==> src/rtl/lrhb_pkg.sv <==
// Shared types, constants and the byte-wide CRC-32 update for the record header builder.
`timescale 1ns / 1ps
`default_nettype none

package lrhb_pkg;

   localparam logic [31:0] CRC_POLY = 32'hEDB8_8320;
   localparam logic [31:0] CRC_ONES = 32'hFFFF_FFFF;

   typedef enum logic [1:0] {
      ACT_TYPE  = 2'd0,
      ACT_KEY   = 2'd1,
      ACT_VALUE = 2'd2,
      ACT_NONE  = 2'd3
   } action_type;

   typedef enum logic [1:0] {
      PHASE_IDLE  = 2'd0,
      PHASE_KEY   = 2'd1,
      PHASE_VALUE = 2'd2
   } phase_type;

   typedef struct packed {
      action_type  action;
      logic [7:0]  data_byte;
      logic        end_of_record;
   } item_type;

   typedef struct packed {
      logic [31:0] checksum;
      logic [7:0]  record_type;
      logic [31:0] key_length;
      logic [31:0] value_length;
      logic [33:0] record_length;
      logic        order_error;
   } result_type;

   // Reflected CRC-32, one byte, LSB first.
   function automatic logic [31:0] crc_byte(input logic [31:0] crc, input logic [7:0] data);
      logic [31:0] c;
      c = crc ^ {24'd0, data};
      for (int k = 0; k < 8; k++) begin
         c = c[0] ? (CRC_POLY ^ (c >> 1)) : (c >> 1);
      end
      return c;
   endfunction

   function automatic logic [31:0] sat_inc(input logic [31:0] v);
      return (v == CRC_ONES) ? v : v + 32'd1;
   endfunction

endpackage

`default_nettype wire

==> src/rtl/lrhb_in_reg.sv <==
// Input register stage: captures one request transfer and holds it until the framer takes it.
`timescale 1ns / 1ps
`default_nettype none

module lrhb_in_reg (
   input  wire logic              clock,
   input  wire logic              reset,
   input  wire logic              req_valid,
   output logic                   req_stall,
   input  wire lrhb_pkg::item_type req_item,
   output logic                   item_valid,
   output lrhb_pkg::item_type     item,
   input  wire logic              item_take
);

   logic               valid_ff, valid_in;
   lrhb_pkg::item_type item_ff, item_in;
   logic               load;

   // Refill whenever the slot is empty or drains this cycle.
   assign load = !valid_ff || item_take;

   always_comb begin
      valid_in = valid_ff;
      item_in  = item_ff;
      if (load) begin
         valid_in = req_valid;
         item_in  = req_item;
      end
   end

   always_ff @(posedge clock) begin
      if (reset) begin
         valid_ff <= 1'b0;
      end else begin
         valid_ff <= valid_in;
      end
      item_ff <= item_in;
   end

   assign req_stall  = !load;
   assign item_valid = valid_ff;
   assign item       = item_ff;

endmodule

`default_nettype wire

==> src/rtl/lrhb_framer.sv <==
// Record state, CRC update, header; one item per cycle unless stalled.
`timescale 1ns / 1ps
`default_nettype none

module lrhb_framer #(
   parameter int HEADER_BYTES = 13
) (
   input  wire logic               clock,
   input  wire logic               reset,
   input  wire logic               item_valid,
   input  wire lrhb_pkg::item_type item,
   output logic                    item_take,
   input  wire logic               res_free,
   output logic                    res_load,
   output lrhb_pkg::result_type    res_data
);

   logic [31:0]         crc_ff, crc_in, crc_upd;
   logic [31:0]         kcnt_ff, kcnt_in, kcnt_upd;
   logic [31:0]         vcnt_ff, vcnt_in, vcnt_upd;
   logic [7:0]          type_ff, type_in, type_upd;
   lrhb_pkg::phase_type phase_ff, phase_in, phase_upd;
   logic                err_ff, err_in, err_upd;
   logic                emits;

   assign emits     = item.end_of_record && (item.action != lrhb_pkg::ACT_NONE);
   assign item_take = item_valid && (!emits || res_free);
   assign res_load  = item_take && emits;

   // Fold this byte into the record state.
   always_comb begin
      crc_upd   = crc_ff;
      kcnt_upd  = kcnt_ff;
      vcnt_upd  = vcnt_ff;
      type_upd  = type_ff;
      phase_upd = phase_ff;
      err_upd   = err_ff;
      unique case (item.action)
         lrhb_pkg::ACT_TYPE: begin
            crc_upd   = lrhb_pkg::crc_byte(lrhb_pkg::CRC_ONES, item.data_byte);
            kcnt_upd  = 32'd0;
            vcnt_upd  = 32'd0;
            type_upd  = item.data_byte;
            phase_upd = lrhb_pkg::PHASE_KEY;
            err_upd   = 1'b0;
         end
         lrhb_pkg::ACT_KEY: begin
            if (phase_ff != lrhb_pkg::PHASE_KEY) begin
               err_upd = 1'b1;
            end
            if (phase_ff == lrhb_pkg::PHASE_IDLE) begin
               phase_upd = lrhb_pkg::PHASE_KEY;
            end
            crc_upd  = lrhb_pkg::crc_byte(crc_ff, item.data_byte);
            kcnt_upd = lrhb_pkg::sat_inc(kcnt_ff);
         end
         lrhb_pkg::ACT_VALUE: begin
            if (phase_ff == lrhb_pkg::PHASE_IDLE) begin
               err_upd = 1'b1;
            end
            phase_upd = lrhb_pkg::PHASE_VALUE;
            crc_upd   = lrhb_pkg::crc_byte(crc_ff, item.data_byte);
            vcnt_upd  = lrhb_pkg::sat_inc(vcnt_ff);
         end
         lrhb_pkg::ACT_NONE: begin
            // unused code: hold everything
         end
         default: begin
         end
      endcase
   end

   always_comb begin
      res_data.checksum      = crc_upd ^ lrhb_pkg::CRC_ONES;
      res_data.record_type   = type_upd;
      res_data.key_length    = kcnt_upd;
      res_data.value_length  = vcnt_upd;
      res_data.record_length = 34'(HEADER_BYTES) + {2'b00, kcnt_upd} + {2'b00, vcnt_upd};
      res_data.order_error   = err_upd;
   end

   // Drop back to the reset state after a header goes out.
   always_comb begin
      crc_in   = crc_ff;
      kcnt_in  = kcnt_ff;
      vcnt_in  = vcnt_ff;
      type_in  = type_ff;
      phase_in = phase_ff;
      err_in   = err_ff;
      if (item_take) begin
         if (emits) begin
            crc_in   = lrhb_pkg::CRC_ONES;
            kcnt_in  = 32'd0;
            vcnt_in  = 32'd0;
            type_in  = 8'd0;
            phase_in = lrhb_pkg::PHASE_IDLE;
            err_in   = 1'b0;
         end else begin
            crc_in   = crc_upd;
            kcnt_in  = kcnt_upd;
            vcnt_in  = vcnt_upd;
            type_in  = type_upd;
            phase_in = phase_upd;
            err_in   = err_upd;
         end
      end
   end

   always_ff @(posedge clock) begin
      if (reset) begin
         crc_ff   <= lrhb_pkg::CRC_ONES;
         kcnt_ff  <= 32'd0;
         vcnt_ff  <= 32'd0;
         type_ff  <= 8'd0;
         phase_ff <= lrhb_pkg::PHASE_IDLE;
         err_ff   <= 1'b0;
      end else begin
         crc_ff   <= crc_in;
         kcnt_ff  <= kcnt_in;
         vcnt_ff  <= vcnt_in;
         type_ff  <= type_in;
         phase_ff <= phase_in;
         err_ff   <= err_in;
      end
   end

   a_load_needs_room: assert property (@(posedge clock) disable iff (reset)
      res_load |-> res_free)
      else $error("header loaded while result register is occupied");

   a_reset_after_header: assert property (@(posedge clock) disable iff (reset)
      res_load |=> (crc_ff == lrhb_pkg::CRC_ONES && kcnt_ff == 32'd0 && vcnt_ff == 32'd0
                    && phase_ff == lrhb_pkg::PHASE_IDLE && !err_ff))
      else $error("record state not cleared after header");

   a_unused_holds: assert property (@(posedge clock) disable iff (reset)
      (item_take && item.action == lrhb_pkg::ACT_NONE)
      |=> ($stable(crc_ff) && $stable(kcnt_ff) && $stable(vcnt_ff) && $stable(phase_ff)))
      else $error("unused action code changed record state");

   a_type_opens_clean: assert property (@(posedge clock) disable iff (reset)
      (item_take && item.action == lrhb_pkg::ACT_TYPE && !item.end_of_record)
      |=> (phase_ff == lrhb_pkg::PHASE_KEY && !err_ff && kcnt_ff == 32'd0))
      else $error("type byte did not open a clean record");

endmodule

`default_nettype wire

==> src/rtl/lrhb_out_reg.sv <==
// Result register: holds one header until the response side takes it.
`timescale 1ns / 1ps
`default_nettype none

module lrhb_out_reg (
   input  wire logic                 clock,
   input  wire logic                 reset,
   input  wire logic                 res_load,
   input  wire lrhb_pkg::result_type res_data,
   output logic                      res_free,
   output logic                      rsp_valid,
   input  wire logic                 rsp_stall,
   output lrhb_pkg::result_type      rsp_data
);

   logic                 valid_ff, valid_in;
   lrhb_pkg::result_type data_ff, data_in;

   assign res_free = !valid_ff || !rsp_stall;

   always_comb begin
      valid_in = valid_ff;
      data_in  = data_ff;
      if (res_load) begin
         valid_in = 1'b1;
         data_in  = res_data;
      end else if (!rsp_stall) begin
         valid_in = 1'b0;
      end
   end

   always_ff @(posedge clock) begin
      if (reset) begin
         valid_ff <= 1'b0;
      end else begin
         valid_ff <= valid_in;
      end
      data_ff <= data_in;
   end

   assign rsp_valid = valid_ff;
   assign rsp_data  = data_ff;

endmodule

`default_nettype wire

==> src/rtl/log_record_header_builder_top.sv <==
// Top level of the log record header builder: input register, framer, result register.
// The end byte is registered in the input register and its header in the result register before rsp_valid rises.
// Throughput: one byte per cycle while req_stall is low; the combinational CRC byte update and counters set the pace.
// Only a held header with rsp_stall high backs up into req_stall.
// Reset (synchronous, active high) empties both registers, sets the CRC to all ones,
// and clears counts, type, phase and the order error flag.
`timescale 1ns / 1ps
`default_nettype none

module log_record_header_builder_top #(
   parameter int HEADER_BYTES = 13
) (
   input  wire logic        clock,
   input  wire logic        reset,

   input  wire logic        req_valid,
   output logic             req_stall,
   input  wire logic [1:0]  req_action,
   input  wire logic [7:0]  req_data_byte,
   input  wire logic        req_end_of_record,

   output logic             rsp_valid,
   input  wire logic        rsp_stall,
   output logic [31:0]      rsp_checksum,
   output logic [7:0]       rsp_record_type,
   output logic [31:0]      rsp_key_length,
   output logic [31:0]      rsp_value_length,
   output logic [33:0]      rsp_record_length,
   output logic             rsp_order_error
);

   lrhb_pkg::item_type   req_item;
   lrhb_pkg::item_type   item;
   logic                 item_valid;
   logic                 item_take;
   logic                 res_free;
   logic                 res_load;
   lrhb_pkg::result_type res_data;
   lrhb_pkg::result_type rsp_data;

   // Bundle the request fields into one item.
   always_comb begin
      req_item.action        = lrhb_pkg::action_type'(req_action);
      req_item.data_byte     = req_data_byte;
      req_item.end_of_record = req_end_of_record;
   end

   // Stage one: register each request transfer.
   lrhb_in_reg u_in_reg (
      .clock      (clock),
      .reset      (reset),
      .req_valid  (req_valid),
      .req_stall  (req_stall),
      .req_item   (req_item),
      .item_valid (item_valid),
      .item       (item),
      .item_take  (item_take)
   );

   // Stage two: advance the record state; a byte without a header result never waits on
   // the response side, a byte that ends a record waits only for room in the result register.
   lrhb_framer #(
      .HEADER_BYTES (HEADER_BYTES)
   ) u_framer (
      .clock      (clock),
      .reset      (reset),
      .item_valid (item_valid),
      .item       (item),
      .item_take  (item_take),
      .res_free   (res_free),
      .res_load   (res_load),
      .res_data   (res_data)
   );

   // Result register: hold the header until its transfer completes.
   lrhb_out_reg u_out_reg (
      .clock     (clock),
      .reset     (reset),
      .res_load  (res_load),
      .res_data  (res_data),
      .res_free  (res_free),
      .rsp_valid (rsp_valid),
      .rsp_stall (rsp_stall),
      .rsp_data  (rsp_data)
   );

   assign rsp_checksum      = rsp_data.checksum;
   assign rsp_record_type   = rsp_data.record_type;
   assign rsp_key_length    = rsp_data.key_length;
   assign rsp_value_length  = rsp_data.value_length;
   assign rsp_record_length = rsp_data.record_length;
   assign rsp_order_error   = rsp_data.order_error;

endmodule

`default_nettype wire
==> config.mk <==
export PLATFORM = sky130hd
export DESIGN_NAME = log_record_header_builder_top
export DESIGN_NICKNAME = d
export VERILOG_FILES = /design/src/rtl/lrhb_pkg.sv /design/src/rtl/lrhb_in_reg.sv /design/src/rtl/lrhb_framer.sv /design/src/rtl/lrhb_out_reg.sv /design/src/rtl/log_record_header_builder_top.sv
export SDC_FILE = /design/constraint.sdc
export NUM_CORES = 1
export LEC_CHECK = 0
export BUFFER_PORTS_ARGS = -buffer_cell sky130_fd_sc_hd__clkbuf_2
export CORE_ASPECT_RATIO = 0.7
export CORE_UTILIZATION = 40
export DETAILED_ROUTE_END_ITERATION = 7
export SYNTH_ARGS = -nofsm -noshare
export SYNTH_HDL_FRONTEND = slang
export SYNTH_SLANG_ARGS = --single-unit
export TNS_END_PERCENT = 5
==> constraint.sdc <==
create_clock -name clock -period 11 [get_ports clock]
set_clock_uncertainty 0.05 [all_clocks]
set_input_delay 1.1 -clock clock [delete_from_list [all_inputs] [get_ports clock]]
set_output_delay 1.1 -clock clock [all_outputs]
set_load 0.03 [all_outputs]
## Word-level counts from Yosys, hierarchy flattened

Cells that the tools add are included.

| storage, ports and cells | value |
|---|---|
| register bits | 259 |
| bits of input ports | 15 |
| output and inout bits | 141 |
| logic and storage cells | 99 |

| operators by class | value |
|---|---|
| $add $sub $neg | 4 |
| equal/unequal tests | 8 |
| multiplexer cells | 35 |
| bitwise operators | 19 |
| reduce and logical (&&, ||, !) cells | 16 |

Operators by type and width:

| cell | count |
|---|---|
| $mux 32 | 21 |
| $not 13->14 | 16 |
| $pmux 32 s2 | 3 |
| $add 32x1->32 const B | 2 |
| $eq 32x32->1 const B | 2 |
| $add 34x32->34 | 1 |
| $add 4x32->33 const A | 1 |
| $not 32->32 | 1 |
| $not 8->32 | 1 |
| $xor 32x8->32 | 1 |
| $mux 8 | 2 |
| $pmux 2 s3 | 1 |
| $logic_not 1->1 | 5 |
| $mux 1 | 5 |
| $logic_not 2->1 | 2 |
| $mux 2 | 2 |
| $ne 2x1->1 const B | 2 |
| $reduce_bool 4->1 | 1 |
| $logic_and 1x1->1 | 3 |
| $logic_or 1x1->1 | 3 |
| $ne 3x1->1 const B | 1 |
| $pmux 1 s3 | 1 |
| $reduce_and 3->1 | 1 |
| $eq 2x1->1 const B | 1 |
| 3 further kinds | 3 |

## Depth between registers and ports, before layout

Gate-level depths: netlist of run 1.

| depth | value |
|---|---|
| depth after elaboration | 19 |
| gate-level depth with buffers | 23 |
| depth with buffers taken out | 22 |

## By module

A second synthesis of run 1 with hierarchy kept.

| unflattened totals | value |
|---|---|
| cells, all modules | 1445 |
| area total of the unflattened synthesis | 14361.3 µm² |

By module, submodules not included:

| module | instances | cells each | area each (µm²) | seq. area each (µm²) |
|---|---|---|---|---|
| lrhb_framer | 1 | 1286 | 9774.4 | 2142.1 |
| lrhb_out_reg | 1 | 143 | 4206.5 | 4194.0 |
| lrhb_in_reg | 1 | 16 | 380.4 | 350.3 |

## Least setup slack after synthesis of run 1

Ideal clock, no wire load.

| timing | value |
|---|---|
| path type | input to register |
| start | in rsp_stall |
| end | reg u_framer.crc_ff[18] |
| arrival | 8280 ps |
| required time | 10871 ps |
| setup slack | 2591 ps |
| cell stages on the path | 6 |
| cells stage by stage | nand3_1 -> nand2_1 -> nor2_1 -> nor2_1 -> clkbuf_1 -> o211ai_1 |

| on the way | value |
|---|---|
| cells in the longest elaborated chain, start to end | 4 |

RTL lines:

| item | RTL line | source |
|---|---|---|
| start, declared | log_record_header_builder_top.sv:23 | `input wire logic rsp_stall,` |
| $logic_not 1->1 | lrhb_out_reg.sv:19 | `assign res_free = !valid_ff \|\| !rsp_stall;` |
| $logic_or 1x1->1 | lrhb_out_reg.sv:19 |  |
| $logic_or 1x1->1 | lrhb_framer.sv:27 | `assign item_take = item_valid && (!emits \|\| res_free);` |
| $logic_and 1x1->1 | lrhb_framer.sv:27 |  |
| end signal, assigned | lrhb_framer.sv:111 | `crc_ff <= lrhb_pkg::CRC_ONES;` |
| end signal, assigned | lrhb_framer.sv:118 | `crc_ff <= crc_in;` |
| end, declared | lrhb_framer.sv:18 | `logic [31:0] crc_ff, crc_in, crc_upd;` |

Every way passes these cells.
A chain may end at the register's enable or synchronous reset.

==> results of run 1 <==
==> critical path: cells and delay by family, from the launching register on <==
family | cells | cell delay (ps)
compound gates | 11 | 3380
xor+xnor | 1 | 160
fa+ha+maj | 2 | 1010
buf+inv | 2 | 560
flops | 1 | 420
simple gates | 3 | 1300
==> routing by layer <==
| layer | GRT usage | up-vias |
|---|---|---|
| met5 | 0 | - |
| met4 | 0.0409 | 0 |
| met3 | 0.0369 | 59 |
| met2 | 0.297 | 420 |
| met1 | 0.357 | 5707 |
| li1 | - | 5665 |
==> path summary, 6_finish.rpt <==
check / endpoint / start / depth (start not counted) / slack (ps)
max: u_out_reg.rsp_data[31] / u_in_reg.item[10] / 19 / 3850
min: u_framer.phase_ff[0] / u_framer.phase_ff[0] / 2 / 420
min reg2reg: u_framer.phase_ff[0] / u_framer.phase_ff[0] / 2 / 420
max reg2reg: u_out_reg.rsp_data[31] / u_in_reg.item[10] / 19 / 3850
==> through the flow <==
stage          hold slack, ps   util  instance area, sq um  total power [mW]
6_report                  416  0.471                 16600              2.43
5_1_grt                   442  0.471                 16600              2.52
4_1_cts                   416  0.471                 16600              2.44
3_5_place_dp              408  0.445                 15700              1.50
3_3_place_gp              393  0.445                 15700              1.49
2_1_floorplan             382      -                 14500              1.40
==> flip-flops by register name (all words and copies together), names as in the netlist <==
| register | cells |
|---|---|
| u_framer.err_ff | 1 |
| u_in_reg.item_valid | 1 |
| u_framer.kcnt_ff | 32 |
| u_framer.crc_ff | 32 |
| u_framer.phase_ff | 2 |
| u_out_reg.rsp_valid | 1 |
| u_out_reg.rsp_data | 139 |
| u_in_reg.item | 11 |
| u_framer.vcnt_ff | 32 |
| u_framer.type_ff | 8 |
==> cell type report <==
type	instances	area share
well taps	472	0.0357
flip-flops and latches	259	0.404
inverters	29	0.00657
clock inverters	15	0.00975
repair buffers	173	0.0550
clock buffers	35	0.0450
multi-input cells	1081	0.444
==> layout by cell type (no fill, tap or decap), types with 27 or more instances in the layout <==
cell	n
edfxtp_1	150
nand3_1	61
ha_1	39
o31ai_1	29
clkbuf_16	27
a221o_1	28
a21oi_1	64
xnor2_1	125
nor2_1	104
xor2_1	44
o21ai_0	103
inv_1	29
dfxtp_1	109
clkbuf_2	155
o211ai_1	43
a22oi_1	42
nand2_1	127
==> cell families (layout without fill, tap and decap cells) <==
kind of cell	Yosys count	after routing
adder cells (fa/ha/maj)	40	40
buffers and inverters	113	252
flip-flops	259	259
XOR/XNOR	170	170
AND/OR/NAND/NOR	446	446
multiplexers	25	25
AO/OA/AOI/OAI	400	400
==> power groups by stage <==
stage	clock network, mW	registers [mW]	logic, mW
finish	0.946	1.09	0.393
global route	1.00	1.09	0.425
CTS	0.965	1.09	0.389
detailed placement	0	1.11	0.386
global placement	0	1.11	0.385
floorplan	0	1.14	0.255
==> metrics.txt, run 1 <==
outcome finished clean; Overall Global Routing Usage 0.219; Sw Ratio 0.274; Hold Crit Class flop to flop; metal2 WL 16300 um; htree depth 1; Post-DRT Antenna Nets 0; part of the power in registers 0.449; Initial Util 0.411; largest family of logic cells by synthesized area compound AO/OA/AOI/OAI gates; Power Density 147 mW/mm^2; Yosys reg bits 259; wire length after detailed routing 41200 um; core outline area 0.0352 sq mm; vias in the first global route 10765; count leader, synth edfxtp_1; post-CTS setup buffers 0; fraction of registers with async set/reset 0; Tcrit/Tclk final 0.650; min Tclk post-route 7150 ps; peak supply drop 0.0941 mV; grt ovf 0; Non-Filler Instances 2064; Post-Syn Area 0.0145 sq mm; Post-Synth Simple-Gate Area 0.160; 1st-pass router iterations 5; largest net degree at the start of global routing 110; WS Path Type flop to flop; count of cell types in the netlist 83; Least-Margin Pin Slew 1220 ps; Cells after Synth 1453; Slowest cell on crit path a2111oi_0; Die Span X 229 um; vias per std cell 5.74; Worst-Skew Late Latency 560 ps; CTS Buf Count 27; Gate power share 0.162; cells along the critical path inv_1, ha_1, inv_1, nand2_1, nand2_1, o21ai_4, o21ai_2, or2_1, xnor2_1, ha_1, a21oi_1, o21ai_0, a22o_1, a31oi_1, a21oi_1, a2111oi_0, o31ai_1, a2111oi_0, a211oi_1; layout cell share with drive strength beyond 1 0.168; area occupied by multi-input gates 0.00736 sq mm; initial antenna violation count 0; RSZ-0062 raised after global routing false; post-cts sizing count 0; Post-synth EDFFs 150; clk slew on worst S/H paths 70 ps; clock share of power 0.390; drt drc 0; Setup WS post-layout 3850 ps; clk buf depth 3; ys flop type edfxtp_1; Fin Setup TNS 0 ps; Worst setup EP type flop; WL/cell 20.0 um; dpl cells 2014; Peak Freq 140 MHz; TritonCTS clock tree done; XOR/XNOR share of the synthesized area 0.104; ANT cells 0; IO Port Bufs 155; first-pass GRT wire length 63900 um; Synthesized Nets 1508; Worst path max stage delay 890 ps; ranking of synthesized cells by area edfxtp_1 (31%), dfxtp_1 (15%), xnor2_1 (7.6%), o21ai_0 (3.6%), ha_1 (3.4%); area delta synth->final 14.5%; via count 11851; Lkg Pwr 6.05 nW; crit path max fanout 25; cell taking the most area after synthesis edfxtp_1; Synth Area in Adders 0.0351; filler instances 3260; clk root buf clkbuf_16; placed wire-length estimate 29300 um; post-synthesis mux area share 0.0180; post-synth top area share 0.311; dpl ws 3950 ps; top cells by count, synth edfxtp_1 (150), nand2_1 (128), xnor2_1 (125); Data required, critical path 11250 ps; final net count 1626; full die area 0.0369 sq mm; hold_buf cts 0; clock sinks 259; Compound-Gate Fraction of Synth Area 0.190; max-cap viol count 0; metal3 WL 2880 um; Reg area 0.00669 sq mm; Max-slew headroom 0.184; RD Place Congestion 0.913; row count 57; DR top layer met4; Yosys warnings 0; die span in y 161 um; Internal Power 1.76 mW; WL met1 21400 um; Seq/Total Area, Yosys 0.462; Fin. Hold Viols 0; Worst setup SP type flop; max-slew violations 0; CP Data Arrival Time 7400 ps; syn avg cell area 9.95 sq um; Ports 156; Setup violations, final 0; DR iter-0 viols 1119; P_sw 0.666 mW
(Power assumes the default switching activity.)
==> inputs of run 2 (changes only) <==
- clock period: 11 -> 6.84 ns (I/O delays scaled with it)
==> run 2 against run 1 <==
Effect of this change:
- die area stayed put
- sequential power is 61% higher
- power is 60% higher
- final area is 0.56% higher
- non-clock buffer count is 16 higher
==> metrics.txt, run 2 (synthesis gave the netlist of run 1 again) <==
outcome finished clean (unchanged); Fin Setup TNS 0 ps (unchanged); clk slew on worst S/H paths 60 ps (was 70 ps); Least-Margin Pin Slew 1230 ps (was 1220 ps); Internal Power 2.79 mW (was 1.76 mW); Final Core Density 0.474 (was 0.471); P_sw 1.08 mW (was 0.666 mW); htree depth 1 (unchanged); row count 57 (unchanged); Hold Crit Class primary input to flop (was flop to flop); Tcrit/Tclk final 0.950 (was 0.650); part of the power in registers 0.452 (was 0.449); clk buf depth 3 (unchanged); Reg area 0.00669 sq mm (unchanged); Lkg Pwr 6.10 nW (was 6.05 nW); area delta synth->final 15.1% (was 14.5%); peak supply drop 0.205 mV (was 0.0941 mV); Gate power share 0.166 (was 0.162); max-slew violations 0 (unchanged); Die Span X 229 um (unchanged); clk root buf clkbuf_16 (unchanged); placed wire-length estimate 29700 um (was 29300 um); core outline area 0.0352 sq mm (unchanged); 1st-pass router iterations 5 (unchanged); Worst setup SP type flop (unchanged); Sw Ratio 0.279 (was 0.274); initial antenna violation count 1 (was 0); max-cap viol count 0 (unchanged); clock share of power 0.382 (was 0.390); wire length after detailed routing 41900 um (was 41200 um); RD Place Congestion 0.906 (was 0.913); layout cell share with drive strength beyond 1 0.172 (was 0.168); Min Hold Slack 249 ps (was 416 ps); Hold Crit Depth 1 (was 2); Data required, critical path 7100 ps (was 11250 ps); vias per std cell 5.80 (was 5.74); filler instances 3340 (was 3260); Max-slew headroom 0.183 (was 0.184); final net count 1642 (was 1626); DR iter-0 viols 1053 (was 1119); Worst-Skew Late Latency 560 ps (about the same); die span in y 161 um (unchanged); drt drc 0 (unchanged); Hold Path Origin req_data_byte[2] (was u_framer.phase_ff[0]); via count 12068 (was 11851); Post-DRT Antenna Nets 0 (unchanged); IO Port Bufs 155 (unchanged); Peak Freq 154 MHz (was 140 MHz); FF-to-FF End u_out_reg.rsp_data[34] (was u_out_reg.rsp_data[31]); Worst setup EP type flop (unchanged); Overall Global Routing Usage 0.222 (was 0.219); crit path max fanout 13 (was 25); first-pass GRT wire length 64600 um (was 63900 um); largest net degree at the start of global routing 142 (was 110); Initial Util 0.411 (unchanged); R2R cell count 20 (was 19); WS Path Type flop to flop (unchanged); WL/cell 20.2 um (was 20.0 um); max FFs per register 139 (unchanged); ANT cells 0 (unchanged); Fin. Hold Viols 0 (unchanged); min Tclk post-route 6500 ps (was 7150 ps); CTS Buf Count 27 (unchanged); reg2reg start u_framer.kcnt_ff[0] (was u_in_reg.item[10]); r2r setup slk 340 ps (was 3850 ps); Setup violations, final 0 (unchanged); vias in the first global route 10918 (was 10765); area occupied by multi-input gates 0.00737 sq mm (was 0.00736 sq mm); Ports 156 (unchanged); most common cell after layout, fill and taps aside clkbuf_2 (unchanged); Power Density 233 mW/mm^2 (was 147 mW/mm^2); grt ovf 0 (unchanged); RSZ-0062 raised after global routing false (unchanged); full die area 0.0369 sq mm (unchanged); TritonCTS clock tree done (unchanged); CP Data Arrival Time 6760 ps (was 7400 ps); commonest non-fill, non-tap cells in the layout clkbuf_2 (155), edfxtp_1 (150), nand2_1 (127) (unchanged); WHS Endpoint u_in_reg.item[3] (was u_framer.phase_ff[0]); clock sinks 259 (unchanged)
## run 2: critical path: stages (launching register included)
cell      delay, ps
dfxtp_1         470
ha_1            250
nand3_1         240
or4_4           600
or4_4           560
nand3_4         120
ha_1            220
o311ai_1        190
or2_1           360
a2111o_1        420
xnor2_1         150
ha_1            370
a211o_1         310
a21oi_1         310
or4_1           180
nand4_1         120
o21bai_1        270
a21oi_1         160
o41a_1          430
o31a_1          280
o21a_1          180
## run 2: repair_timing
action                                  in CTS  in global routing
gates resized for setup                      0                  2
endpoints found under the setup margin       0                  2
hold buffers                                 0                  0
hold endpoints to repair                     0                  0
buffers inserted                             0                  1
## run 2: area by class of cell
class | count | share of cell area
tap | 472 | 0.0355
timing repair buffer | 189 | 0.0627
clock inverter | 16 | 0.00947
clock buffer | 34 | 0.0421
sequential | 259 | 0.401
inverter | 29 | 0.00654
multi-input combinational | 1081 | 0.442
## run 2: power groups by stage
stage / Combinational, mW / Sequential [mW] / Clock [mW]
5_1_grt: 0.687 / 1.76 / 1.57
2_1_floorplan: 0.411 / 1.83 / 0
3_3_place_gp: 0.631 / 1.78 / 0
4_1_cts: 0.636 / 1.75 / 1.51
3_5_place_dp: 0.631 / 1.78 / 0
6_report: 0.644 / 1.75 / 1.48
## run 2: through the flow
stage / power, mW / instances / instance area, sq um / setup WS (ps)
3_3_place_gp: 2.41 / 2029 / 15800 / 484
2_1_floorplan: 2.25 / 1453 / 14500 / 1180
4_1_cts: 3.89 / 2079 / 16600 / 372
3_5_place_dp: 2.42 / 2029 / 15800 / 402
6_report: 3.87 / 2080 / 16700 / 339
5_1_grt: 4.01 / 2080 / 16700 / 42.7
## run 2: how the worst max path moves through the flow
stage / from / endpoint
global placement: u_framer.kcnt_ff[0] / u_out_reg.rsp_data[31]
finish: u_framer.kcnt_ff[0] / u_out_reg.rsp_data[34]
CTS: u_framer.kcnt_ff[0] / u_out_reg.rsp_data[31]
detailed placement: u_framer.kcnt_ff[0] / u_out_reg.rsp_data[31]
floorplan: u_framer.kcnt_ff[0] / u_out_reg.rsp_data[31]
global route: u_framer.kcnt_ff[0] / u_out_reg.rsp_data[34]
## run 2: routing by layer
| metal | up-vias | share of wire | global-route usage |
|---|---|---|---|
| met4 | 0 | 0.013 | 0.0391 |
| met2 | 440 | 0.40 | 0.297 |
| met5 | - | 0 | 0 |
| li1 | 5690 | - | - |
| met3 | 36 | 0.077 | 0.0459 |
| met1 | 5902 | 0.51 | 0.361 |
